--- src/hw/rtl/ihex_pkg.sv ---
// ----------------------------------------------------------------------------
// ihex_pkg
// Shared types, codes and helpers for the Intel HEX record decoder.
// ----------------------------------------------------------------------------
package ihex_pkg;

  // The character that opens every record.
  localparam logic [7:0] START_CHAR = 8'h3A;

  // The highest record type that is accepted.
  localparam logic [7:0] MAX_TYPE = 8'h05;

  // Parse phases of one record.
  typedef enum logic [2:0] {
    PH_COLON = 3'd0,
    PH_COUNT = 3'd1,
    PH_ADDR  = 3'd2,
    PH_TYPE  = 3'd3,
    PH_DATA  = 3'd4,
    PH_CSUM  = 3'd5,
    PH_DONE  = 3'd6,
    PH_SKIP  = 3'd7
  } phase_t;

  // Record status codes carried in the summary.
  typedef enum logic [2:0] {
    ST_OK      = 3'd0,
    ST_NOCOLON = 3'd1,
    ST_DIGIT   = 3'd2,
    ST_TYPE    = 3'd3,
    ST_LENGTH  = 3'd4,
    ST_CSUM    = 3'd5
  } status_t;

  // Result kinds.
  localparam logic KIND_DATA    = 1'b0;
  localparam logic KIND_SUMMARY = 1'b1;

  // One result word as held in the output register.
  typedef struct packed {
    logic        result_kind;
    logic [7:0]  data_byte;
    logic [7:0]  byte_index;
    logic [7:0]  declared_count;
    logic [15:0] load_address;
    logic [7:0]  record_type;
    logic [7:0]  checksum_field;
    status_t     status;
  } result_t;

  // Decoded hex digit with a flag telling whether the character is one.
  typedef struct packed {
    logic       valid;
    logic [3:0] value;
  } nibble_t;

  // Map an ASCII character to its hex digit value.
  function automatic nibble_t hex_value(input logic [7:0] c);
    nibble_t n;
    n.valid = 1'b1;
    n.value = 4'd0;
    if (c >= 8'h30 && c <= 8'h39) begin
      n.value = 4'(c - 8'h30);
    end else if (c >= 8'h61 && c <= 8'h66) begin
      n.value = 4'(c - 8'h57);
    end else if (c >= 8'h41 && c <= 8'h46) begin
      n.value = 4'(c - 8'h37);
    end else begin
      n.valid = 1'b0;
    end
    return n;
  endfunction

endpackage

--- src/hw/rtl/ihex_in_if.sv ---
// ----------------------------------------------------------------------------
// ihex_in_if
// Character channel into the decoder: one ASCII character per word.
// ----------------------------------------------------------------------------
interface ihex_in_if;
  logic       valid;
  logic       ready;
  logic [7:0] char_code;
  logic       end_of_record;

  modport source (output valid, output char_code, output end_of_record, input ready);
  modport sink   (input valid, input char_code, input end_of_record, output ready);
endinterface

--- src/hw/rtl/ihex_out_if.sv ---
// ----------------------------------------------------------------------------
// ihex_out_if
// Result channel out of the decoder: a data byte or a record summary per word.
// ----------------------------------------------------------------------------
interface ihex_out_if;
  logic        valid;
  logic        ready;
  logic        result_kind;
  logic [7:0]  data_byte;
  logic [7:0]  byte_index;
  logic [7:0]  declared_count;
  logic [15:0] load_address;
  logic [7:0]  record_type;
  logic [7:0]  checksum_field;
  logic [2:0]  status;

  modport source (
    output valid, output result_kind, output data_byte, output byte_index,
    output declared_count, output load_address, output record_type,
    output checksum_field, output status, input ready
  );
  modport sink (
    input valid, input result_kind, input data_byte, input byte_index,
    input declared_count, input load_address, input record_type,
    input checksum_field, input status, output ready
  );
endinterface

--- src/hw/rtl/intel_hex_record_decoder_top.sv ---
// The decoder takes one character word per clock cycle, back to back, while
// the output is not stalled, and gives at most one result word for each: a
// data byte with its index, or, on the character flagged as the end of the
// record, a summary with the record's fields and its status. A character
// first lands in an input register; when the output can take a word, the
// parser state is updated and any result is written to the output register.
// The input register lets one more character in while a result waits on a
// stalled output. Sustained rate is one character per cycle while the output
// is not stalled.
// ----------------------------------------------------------------------------
// intel_hex_record_decoder_top
// Intel HEX record parser: decodes ASCII records into data bytes and a
// per-record summary with count, address, type, checksum and status.
// ----------------------------------------------------------------------------
module intel_hex_record_decoder_top (
  input  logic         clk,
  input  logic         rst_n,
  ihex_in_if.sink      in_chan,
  ihex_out_if.source   out_chan
);
  import ihex_pkg::*;

  // Input register.
  logic       in_valid_r;
  logic [7:0] in_char_r;
  logic       in_eor_r;

  // Parser state.
  phase_t     phase_r, phase_nxt;
  logic [3:0] pend_nib_r, pend_nib_nxt;
  logic       nib_pend_r, nib_pend_nxt;
  logic       addr_cnt_r, addr_cnt_nxt;
  logic [7:0] count_r, count_nxt;
  logic [15:0] addr_r, addr_nxt;
  logic [7:0] type_r, type_nxt;
  logic [7:0] data_cnt_r, data_cnt_nxt;
  logic [7:0] sum_r, sum_nxt;
  logic [7:0] csum_r, csum_nxt;
  status_t    err_r, err_nxt;

  // Output register.
  logic       out_valid_r;
  result_t    res_r, res_nxt;
  logic       emit;

  logic       advance;
  nibble_t    nib;
  logic [7:0] byte_val;
  logic [7:0] data_cnt_inc;

  // The parser moves when a character is held and the output can take a word.
  assign advance        = in_valid_r && (!out_valid_r || out_chan.ready);
  assign in_chan.ready  = !in_valid_r || advance;

  // Input register load.
  always_ff @(posedge clk) begin
    if (!rst_n) begin
      in_valid_r <= 1'b0;
    end else if (in_chan.ready) begin
      in_valid_r <= in_chan.valid;
    end
    if (in_chan.ready && in_chan.valid) begin
      in_char_r <= in_chan.char_code;
      in_eor_r  <= in_chan.end_of_record;
    end
  end

  assign nib          = hex_value(in_char_r);
  assign byte_val     = {pend_nib_r, nib.value};
  assign data_cnt_inc = data_cnt_r + 8'd1;

  // Next parser state and result for the held character.
  always_comb begin
    phase_nxt    = phase_r;
    pend_nib_nxt = pend_nib_r;
    nib_pend_nxt = nib_pend_r;
    addr_cnt_nxt = addr_cnt_r;
    count_nxt    = count_r;
    addr_nxt     = addr_r;
    type_nxt     = type_r;
    data_cnt_nxt = data_cnt_r;
    sum_nxt      = sum_r;
    csum_nxt     = csum_r;
    err_nxt      = err_r;
    emit         = 1'b0;
    res_nxt      = '0;

    case (phase_r)
      PH_COLON: begin
        if (in_char_r == START_CHAR) begin
          phase_nxt = PH_COUNT;
        end else begin
          if (err_r == ST_OK) err_nxt = ST_NOCOLON;
          phase_nxt = PH_SKIP;
        end
      end
      PH_DONE: begin
        // Anything after the checksum byte makes the record too long.
        if (err_r == ST_OK) err_nxt = ST_LENGTH;
        phase_nxt = PH_SKIP;
      end
      PH_SKIP: begin
        // Ignore the rest of a failed record.
      end
      default: begin
        if (!nib.valid) begin
          if (err_r == ST_OK) err_nxt = ST_DIGIT;
          phase_nxt = PH_SKIP;
        end else if (!nib_pend_r) begin
          pend_nib_nxt = nib.value;
          nib_pend_nxt = 1'b1;
        end else begin
          nib_pend_nxt = 1'b0;
          sum_nxt      = sum_r + byte_val;
          case (phase_r)
            PH_COUNT: begin
              count_nxt    = byte_val;
              addr_cnt_nxt = 1'b0;
              phase_nxt    = PH_ADDR;
            end
            PH_ADDR: begin
              addr_nxt = {addr_r[7:0], byte_val};
              if (addr_cnt_r) begin
                addr_cnt_nxt = 1'b0;
                phase_nxt    = PH_TYPE;
              end else begin
                addr_cnt_nxt = 1'b1;
              end
            end
            PH_TYPE: begin
              type_nxt     = byte_val;
              data_cnt_nxt = 8'd0;
              if (byte_val > MAX_TYPE) begin
                if (err_r == ST_OK) err_nxt = ST_TYPE;
                phase_nxt = PH_SKIP;
              end else begin
                phase_nxt = (count_r != 8'd0) ? PH_DATA : PH_CSUM;
              end
            end
            PH_DATA: begin
              emit                = 1'b1;
              res_nxt.result_kind = KIND_DATA;
              res_nxt.data_byte   = byte_val;
              res_nxt.byte_index  = data_cnt_r;
              data_cnt_nxt        = data_cnt_inc;
              if (data_cnt_inc == count_r) phase_nxt = PH_CSUM;
            end
            default: begin
              csum_nxt  = byte_val;
              phase_nxt = PH_DONE;
            end
          endcase
        end
      end
    endcase

    // The last character of a record gives the summary and clears the parser.
    if (in_eor_r) begin
      emit                   = 1'b1;
      res_nxt                = '0;
      res_nxt.result_kind    = KIND_SUMMARY;
      res_nxt.declared_count = count_nxt;
      res_nxt.load_address   = addr_nxt;
      res_nxt.record_type    = type_nxt;
      res_nxt.checksum_field = csum_nxt;
      if (err_nxt != ST_OK) begin
        res_nxt.status = err_nxt;
      end else if (phase_nxt != PH_DONE) begin
        res_nxt.status = ST_LENGTH;
      end else if (sum_nxt != 8'd0) begin
        res_nxt.status = ST_CSUM;
      end else begin
        res_nxt.status = ST_OK;
      end
      phase_nxt    = PH_COLON;
      pend_nib_nxt = 4'd0;
      nib_pend_nxt = 1'b0;
      addr_cnt_nxt = 1'b0;
      count_nxt    = 8'd0;
      addr_nxt     = 16'd0;
      type_nxt     = 8'd0;
      data_cnt_nxt = 8'd0;
      sum_nxt      = 8'd0;
      csum_nxt     = 8'd0;
      err_nxt      = ST_OK;
    end
  end

  // Parser state registers.
  always_ff @(posedge clk) begin
    if (!rst_n) begin
      phase_r    <= PH_COLON;
      pend_nib_r <= 4'd0;
      nib_pend_r <= 1'b0;
      addr_cnt_r <= 1'b0;
      count_r    <= 8'd0;
      addr_r     <= 16'd0;
      type_r     <= 8'd0;
      data_cnt_r <= 8'd0;
      sum_r      <= 8'd0;
      csum_r     <= 8'd0;
      err_r      <= ST_OK;
    end else if (advance) begin
      phase_r    <= phase_nxt;
      pend_nib_r <= pend_nib_nxt;
      nib_pend_r <= nib_pend_nxt;
      addr_cnt_r <= addr_cnt_nxt;
      count_r    <= count_nxt;
      addr_r     <= addr_nxt;
      type_r     <= type_nxt;
      data_cnt_r <= data_cnt_nxt;
      sum_r      <= sum_nxt;
      csum_r     <= csum_nxt;
      err_r      <= err_nxt;
    end
  end

  // Output register: a taken word leaves, a new result word loads.
  always_ff @(posedge clk) begin
    if (!rst_n) begin
      out_valid_r <= 1'b0;
    end else if (advance && emit) begin
      out_valid_r <= 1'b1;
    end else if (out_chan.ready) begin
      out_valid_r <= 1'b0;
    end
    if (advance && emit) begin
      res_r <= res_nxt;
    end
  end

  assign out_chan.valid          = out_valid_r;
  assign out_chan.result_kind    = res_r.result_kind;
  assign out_chan.data_byte      = res_r.data_byte;
  assign out_chan.byte_index     = res_r.byte_index;
  assign out_chan.declared_count = res_r.declared_count;
  assign out_chan.load_address   = res_r.load_address;
  assign out_chan.record_type    = res_r.record_type;
  assign out_chan.checksum_field = res_r.checksum_field;
  assign out_chan.status         = res_r.status;

endmodule
--- src/flat_wrapper.sv ---
// flat-port wrapper written by rule: the top's interface ports become plain ports
module intel_hex_record_decoder_top_flat import ihex_pkg::*;
  (clk, rst_n, in_chan_valid, in_chan_char_code, in_chan_end_of_record, in_chan_ready, out_chan_valid, out_chan_result_kind, out_chan_data_byte, out_chan_byte_index, out_chan_declared_count, out_chan_load_address, out_chan_record_type, out_chan_checksum_field, out_chan_status, out_chan_ready);
  ihex_in_if in_chan_i ();
  ihex_out_if out_chan_i ();
  input  logic clk;
  input  logic rst_n;
  input wire logic [$bits(in_chan_i.valid)-1:0] in_chan_valid;
  input wire logic [$bits(in_chan_i.char_code)-1:0] in_chan_char_code;
  input wire logic [$bits(in_chan_i.end_of_record)-1:0] in_chan_end_of_record;
  output wire logic [$bits(in_chan_i.ready)-1:0] in_chan_ready;
  output wire logic [$bits(out_chan_i.valid)-1:0] out_chan_valid;
  output wire logic [$bits(out_chan_i.result_kind)-1:0] out_chan_result_kind;
  output wire logic [$bits(out_chan_i.data_byte)-1:0] out_chan_data_byte;
  output wire logic [$bits(out_chan_i.byte_index)-1:0] out_chan_byte_index;
  output wire logic [$bits(out_chan_i.declared_count)-1:0] out_chan_declared_count;
  output wire logic [$bits(out_chan_i.load_address)-1:0] out_chan_load_address;
  output wire logic [$bits(out_chan_i.record_type)-1:0] out_chan_record_type;
  output wire logic [$bits(out_chan_i.checksum_field)-1:0] out_chan_checksum_field;
  output wire logic [$bits(out_chan_i.status)-1:0] out_chan_status;
  input wire logic [$bits(out_chan_i.ready)-1:0] out_chan_ready;
  assign in_chan_i.valid = in_chan_valid;
  assign in_chan_i.char_code = in_chan_char_code;
  assign in_chan_i.end_of_record = in_chan_end_of_record;
  assign in_chan_ready = in_chan_i.ready;
  assign out_chan_valid = out_chan_i.valid;
  assign out_chan_result_kind = out_chan_i.result_kind;
  assign out_chan_data_byte = out_chan_i.data_byte;
  assign out_chan_byte_index = out_chan_i.byte_index;
  assign out_chan_declared_count = out_chan_i.declared_count;
  assign out_chan_load_address = out_chan_i.load_address;
  assign out_chan_record_type = out_chan_i.record_type;
  assign out_chan_checksum_field = out_chan_i.checksum_field;
  assign out_chan_status = out_chan_i.status;
  assign out_chan_i.ready = out_chan_ready;
  intel_hex_record_decoder_top u_core (.clk(clk), .rst_n(rst_n), .in_chan(in_chan_i), .out_chan(out_chan_i));
endmodule
--- config.mk ---
export PLATFORM = sky130hd
export DESIGN_NAME = intel_hex_record_decoder_top_flat
export DESIGN_NICKNAME = d
export VERILOG_FILES = /design/src/hw/rtl/ihex_pkg.sv /design/src/hw/rtl/ihex_in_if.sv /design/src/hw/rtl/ihex_out_if.sv /design/src/hw/rtl/intel_hex_record_decoder_top.sv /design/src/flat_wrapper.sv
export SDC_FILE = /design/constraint.sdc
export NUM_CORES = 1
export LEC_CHECK = 0
export BUFFER_PORTS_ARGS = -buffer_cell sky130_fd_sc_hd__buf_2
export CORE_AREA = 2 2 134 97
export CTS_CLUSTER_SIZE = 12
export DETAILED_ROUTE_END_ITERATION = 8
export DIE_AREA = 0 0 136 99
export PLACE_DENSITY = 0.8
export SKIP_LAST_GASP = 1
export SLEW_MARGIN = 20
export SYNTH_ARGS = -nofsm -noshare
export SYNTH_HDL_FRONTEND = slang
export SYNTH_SLANG_ARGS = --single-unit
--- constraint.sdc ---
create_clock -name clk -period 8.77 [get_ports clk]
set_input_delay 0.4385 -clock clk [delete_from_list [all_inputs] [get_ports clk]]
set_output_delay 0.4385 -clock clk [all_outputs]
set_load 0.005 [all_outputs]
Yosys cells after proc, flatten, opt, wreduce, memory -nomap -nowiden
Index checks and enable logic that the tools add are counted.
- register bits after elaboration: 139
- bits of input ports: 13
- output and inout bits: 62
- logic and storage cells: 160
- $add $sub $neg: 5
- $lt $le $gt $ge: 7
- equality and inequality tests: 11
- mux-type cells: 84
- bitwise logic cells: 3
- reductions and logical operators: 27
- operators with widths (cell ; count):
    8-bit 2-to-1 mux ; 23
    16-bit 2-to-1 mux ; 6
    3-bit 2-to-1 mux ; 20
    17-bit 2-to-1 mux ; 3
    4-bit 2-to-1 mux ; 7
    1-bit 2-to-1 mux ; 20
    3-bit one-hot mux with 3 select lines ; 2
    8-bit by 7-bit greater-or-equal comparator with 1-bit output (second input constant) ; 2
    8-bit by 7-bit less-or-equal comparator with 1-bit output (second input constant) ; 2
    8-bit one-hot mux with 2 select lines ; 1
    8-bit nonzero test ; 2
    3-bit one-hot mux with 4 select lines ; 1
    5-bit AND reduction ; 2
    3-bit == test (second input constant) ; 3
    3-bit nonzero test ; 3
    8-bit by 1-bit adder with 8-bit output (second input constant) ; 1
    8-bit adder ; 1
    8-bit by 6-bit == test with 1-bit output (second input constant) ; 1
    8-bit == test ; 1
    8-bit by 6-bit greater-or-equal comparator with 1-bit output (second input constant) ; 1
    8-bit by 3-bit > comparator with 1-bit output (second input constant) ; 1
    8-bit by 6-bit less-or-equal comparator with 1-bit output (second input constant) ; 1
    4-bit by 3-bit subtractor with 4-bit output (second input constant) ; 2
    7-bit OR reduction ; 1
    16 further kinds ; 30

Logic depth before layout (Yosys ltp)
- depth in word-level cells: 14
- depth in mapped cells: 16
- gate-level depth less buffers: 15

Least setup slack after synthesis
No wires, ideal clock.
- path kind: reg2reg
- start: reg u_core.in_char_r[0]
- end: reg u_core.res_r (netlist bit u_core.out_chan.status[2]) (data pin)
- library setup time: 261 ps
- arrival time: 4280 ps
- required time: 8509 ps
- slack: 4230 ps
- cell stages (with the launch flop): 17
- buffers on the path: 1
- clock period less this slack: 4540 ps
- cells stage by stage: edfxtp_1 inv_1 ha_1 nor2b_1 a211o_1 a31oi_4 clkbuf_1 nor2_1 ha_1 fa_1 a211oi_2 nor2_1 xor2_1 or4_1 o31a_1 or3_1 o311a_1
- word-level cells in the longest chain between the ends: 14
- elaborated cells on any way between the ends: 42
- classes of those cells: 4 x add/sub; 7 x order compare; 2 x eq/ne; 24 x mux; 5 x reduce/logical
- RTL lines (item ; RTL line ; text):
    start, declared ; intel_hex_record_decoder_top.sv:25 ; logic [7:0] in_char_r;
    start signal, assigned ; intel_hex_record_decoder_top.sv:63 ; in_char_r <= in_chan.char_code;
    8-bit by 7-bit greater-or-equal comparator with 1-bit output / 8-bit by 7-bit less-or-equal comparator with 1-bit output (equally long branches) ; ihex_pkg.sv:66 ; end else if (c >= 8'h41 && c <= 8'h46) begin
    1-bit logical AND ; ihex_pkg.sv:66 ;
    4-bit 2-to-1 mux ; ihex_pkg.sv:66 ;
    4-bit 2-to-1 mux ; ihex_pkg.sv:64 ; end else if (c >= 8'h61 && c <= 8'h66) begin
    4-bit 2-to-1 mux (*) ; ihex_pkg.sv:62 ; if (c >= 8'h30 && c <= 8'h39) begin
    via u_core.byte_val[0] ; intel_hex_record_decoder_top.sv:48 ; logic [7:0] byte_val;
    8-bit by 3-bit > comparator with 1-bit output ; intel_hex_record_decoder_top.sv:133 ; if (byte_val > MAX_TYPE) begin
    3-bit 2-to-1 mux ; intel_hex_record_decoder_top.sv:133 ;
    3-bit one-hot mux with 4 select lines ; intel_hex_record_decoder_top.sv:115 ; case (phase_r)
    3-bit 2-to-1 mux ; intel_hex_record_decoder_top.sv:109 ; end else if (!nib_pend_r) begin
    3-bit 2-to-1 mux ; intel_hex_record_decoder_top.sv:106 ; if (!nib.valid) begin
    3-bit one-hot mux with 3 select lines ; intel_hex_record_decoder_top.sv:88 ; case (phase_r)
    3-bit inequality test ; intel_hex_record_decoder_top.sv:168 ; end else if (phase_nxt != PH_DONE) begin
    3-bit 2-to-1 mux ; intel_hex_record_decoder_top.sv:168 ;
    3-bit 2-to-1 mux (*) ; intel_hex_record_decoder_top.sv:166 ; if (err_nxt != ST_OK) begin
    end signal, assigned ; intel_hex_record_decoder_top.sv:228 ; res_r <= res_nxt;
    end, declared ; intel_hex_record_decoder_top.sv:43 ; result_t res_r, res_nxt;
Mark *: on every way through the listed nets, which the timed path passes. The rest lies on a longest branch.
A chain may end at the register's enable or synchronous reset.

Worst setup path in the final report
- start: reg u_core.in_char_r[1]
- end: reg u_core.res_r (netlist bit u_core.out_chan.status[2]) (data pin)
The elaborated chain is that of the path after synthesis.

==> out/qor.csv <==
metric,value,unit
status,completed,
Mapped Area,0.00678,mm2
hold_buf cts,0,
Clock Pin Slew Worst Setup and Hold Paths,0.06,ns
CP Cell Sequence,"inv_1, ha_1, o21bai_1, a21oi_4, nor2_1, a21oi_1, nor2_1, fa_1, a211oi_2, nor2_1, xor2_1, or4_1, o31a_1, or3_1, o311a_1",
gr usage total,26.3,%
post-CTS setup buffers,0,
# DRC,0,
Worst EP required,8.93,ns
post-CTS resize count,0,
Setup CP Type,reg -> reg,
post-DR vias/cell,6.16,
CTS max path bufs,2,
RSZ-0062 raised after global routing,no,
worst hold slack,0.187,ns
CP max stage delay,0.68,ns
Die Width,136,um
Slew Limit Fails,0,
Area after DPL,0.00724,mm2
first-pass GRT wire length,27.4,mm
worst-margin pin slew,1.05,ns
core area,0.0122,mm2
port bufs,74,
"Seq/Total Area, Yosys",51.2,%
Fin. Hold Viols,0,
CP Capture Type,flip-flop,
worst skew pair latency,0.42,ns
CTS H-tree lvls,4,
total negative slack,0,ns
Clock power frac,48.6,%
number of synthesized register bits,139,
Pre-antenna DRT Iters,5,
routed len/inst,18.6,um
Netlist cell types,66,
layout cells sized above 1,17.0,%
setup ws final,3.77,ns
final instance area,0.00785,mm2
Worst Hold Class,in -> reg,
Comb pwr share,5.3,%
aggregate global routing overflow,0,
Chip Height,99,um
Starting Density,55.7,%
post-layout util,64.5,%
Synth async-reset ratio,0,%
CP max FO,7,
die area,0.0135,mm2
Worst slew margin,30.0,%
static leakage,0.00275,uW
Ys Warns,0,
syn avg cell area,9.97,um2
post-DP HPWL,11.1,mm
final setup skew,0.00911,ns
"Slowest-stage cell, CP",a21oi_1,
register share of total power,46.2,%
Vias,5630,
I/O Pins,75,
Inserted Clock Buffers,17,
CP dominant cell by count,nor2_1,
Routed Antenna Nets,0,
peak supply drop,136,uV
Crit path arrival time,5.17,ns
Final Cycle Share,57.1,%
Final nets,765,
routed wire length,17.0,mm
final setup vio count,0,
Sw Share,23.2,%
Internal,1170,uW
clk sinks,139,
startpoint types,flip-flop,
max capacitance violation total,0,
RD Place Congestion,0.965,
Net Switching,353,uW
Root Buffer,clkbuf_16,
main flop type after synthesis,dfxtp_1,
CTS tree,done,
"EDFF count, synth",69,
post-synthesis cell count,680,
Fmax achieved,200,MHz
antenna violations before repair,0,
FILL cells,964,
Iteration-0 DRC Markers,750,
area delta synth->final,15.8,%
antenna cells,0,
Core Rows,34,
Mapped Nets,706,
largest net degree at the start of global routing,71,
vias in the first global route,5318,
crit path time final,5.00,ns
pre-CTS setup slack,3.89,ns
P per Cell Area,194,mW/mm2
==> metal layers <==
metal / part of all wire, % / wire length, um / track usage [%] / up-vias
li1: - / - / - / 2593
met1: 44 / 7470 / 35.7 / 2690
met2: 46 / 7770 / 40.6 / 306
met3: 8.3 / 1410 / 6.74 / 41
met4: 2.0 / 347 / 10.3 / 0
met5: 0 / 0 / 0 / -
==> layout make-up <==
cell class	count	area [um2]	area share [%]
Clock buffer	18	429	5.47
Timing Repair Buffer	78	400	5.10
Sequential cell	139	3470	44.2
Clock inverter	14	181	2.31
Inverter	7	26.3	0.335
Tap cell	162	203	2.58
Multi-Input combinational cell	496	3140	40.0
==> synth_stat cells, types with 3 or more instances <==
master	number	area, um2
nor2_1	65	244
xor2_1	8	70.1
o21ai_1	4	20.0
o2111ai_1	3	26.3
edfxtp_1	69	2070
nand2_1	57	214
ha_1	12	150
nand3_1	12	60.1
nor4_1	7	43.8
inv_1	7	26.3
o21ai_0	19	95.1
nor2b_1	69	432
a32oi_1	4	35.0
and3_1	7	43.8
a21oi_1	41	205
o22ai_1	3	18.8
or3b_2	3	26.3
xnor2_1	11	96.3
buf_2	7	35.0
a21boi_0	7	52.6
and2_1	19	119
a31oi_1	3	18.8
o21a_1	5	37.5
or4_1	5	37.5
nand2b_1	6	37.5
a211oi_1	10	75.1
nor3_1	17	85.1
mux2i_1	9	90.1
clkbuf_1	30	113
a22oi_1	47	353
dfxtp_1	70	1400
==> path summary, 6_finish.rpt <==
check / start / to / slack (ns) / depth (start not counted)
hold / removal: in_chan_char_code[5] / u_core.in_char_r[5] / 0.19 / 1
setup / recovery: u_core.in_char_r[1] / u_core.out_chan.status[2] / 3.77 / 15
setup reg to reg: u_core.in_char_r[1] / u_core.out_chan.status[2] / 3.77 / 15
hold reg to reg: u_core.sum_r[7] / u_core.sum_r[7] / 0.49 / 2
==> worst max-delay path: cells and delay by family, from the launching register on <==
| family | cells | cell delay, ns |
|---|---|---|
| adders and majority gates | 2 | 0.75 |
| and+or+nand+nor | 5 | 1.24 |
| buffers and inverters | 1 | 0.17 |
| xor gates and xnor gates | 1 | 0.16 |
| DFF | 1 | 0.53 |
| AOI/OAI and AO/OA | 6 | 1.89 |
==> placed cells by master, fill, tap and decap left out, types with 4 or more instances in the layout <==
cell       synthesis  layout
a211oi_1          10      10
a21boi_0           7       7
a21oi_1           41      41
a22oi_1           47      47
a32oi_1            4       4
and2_1            19      19
and3_1             7       7
buf_2              7      74
buf_4              1       4
clkbuf_16          0      17
dfxtp_1           70      70
edfxtp_1          69      69
ha_1              12      12
inv_1              7       7
inv_6              0       5
mux2i_1            9       9
nand2_1           57      57
nand2b_1           6       6
nand3_1           12      12
nor2_1            65      65
nor2b_1           69      69
nor3_1            17      17
nor4_1             7       7
o21a_1             5       5
o21ai_0           19      19
or4_1              5       5
xnor2_1           11      11
xor2_1             8       8
==> power groups by stage <==
| stage | Combinational [uW] | Clock [uW] | Sequential [uW] |
|---|---|---|---|
| CTS | 78.3 | 751 | 704 |
| floorplan | 54.6 | 0 | 713 |
| global placement | 74.9 | 0 | 716 |
| detailed placement | 77.2 | 0 | 717 |
| finish | 80.3 | 741 | 704 |
| global route | 85.7 | 777 | 705 |
==> registers in the layout (all words and copies together), names as in the netlist, 4 cells and up <==
name and count:
u_core.pend_nib_r 4, u_core.in_char_r 8, u_core.out_chan.data_byte 8, u_core.sum_r 8
u_core.type_r 8, u_core.out_chan.load_address 16, u_core.data_cnt_r 8, u_core.count_r 8
u_core.out_chan.checksum_field 8, u_core.out_chan.record_type 8, u_core.addr_r 16, u_core.csum_r 8
u_core.out_chan.byte_index 8, u_core.out_chan.declared_count 8
==> cell families after synthesis <==
family | after synthesis | share of synthesized area [%]
multiplexers | 9 | 1.33
AO/OA/AOI/OAI | 168 | 16.9
adder cells (fa/ha/maj) | 13 | 2.51
buffers and inverters | 45 | 2.68
flip-flops | 139 | 51.2
AND/OR/NAND/NOR | 287 | 22.9
XOR/XNOR | 19 | 2.45
==> per-stage QoR <==
step | total power (uW) | instances
CTS | 1530 | 914
detailed placement | 795 | 882
global route | 1570 | 914
floorplan | 767 | 680
global placement | 791 | 882
finish | 1530 | 914
No activity file was read; power rests on OpenSTA's default activity.
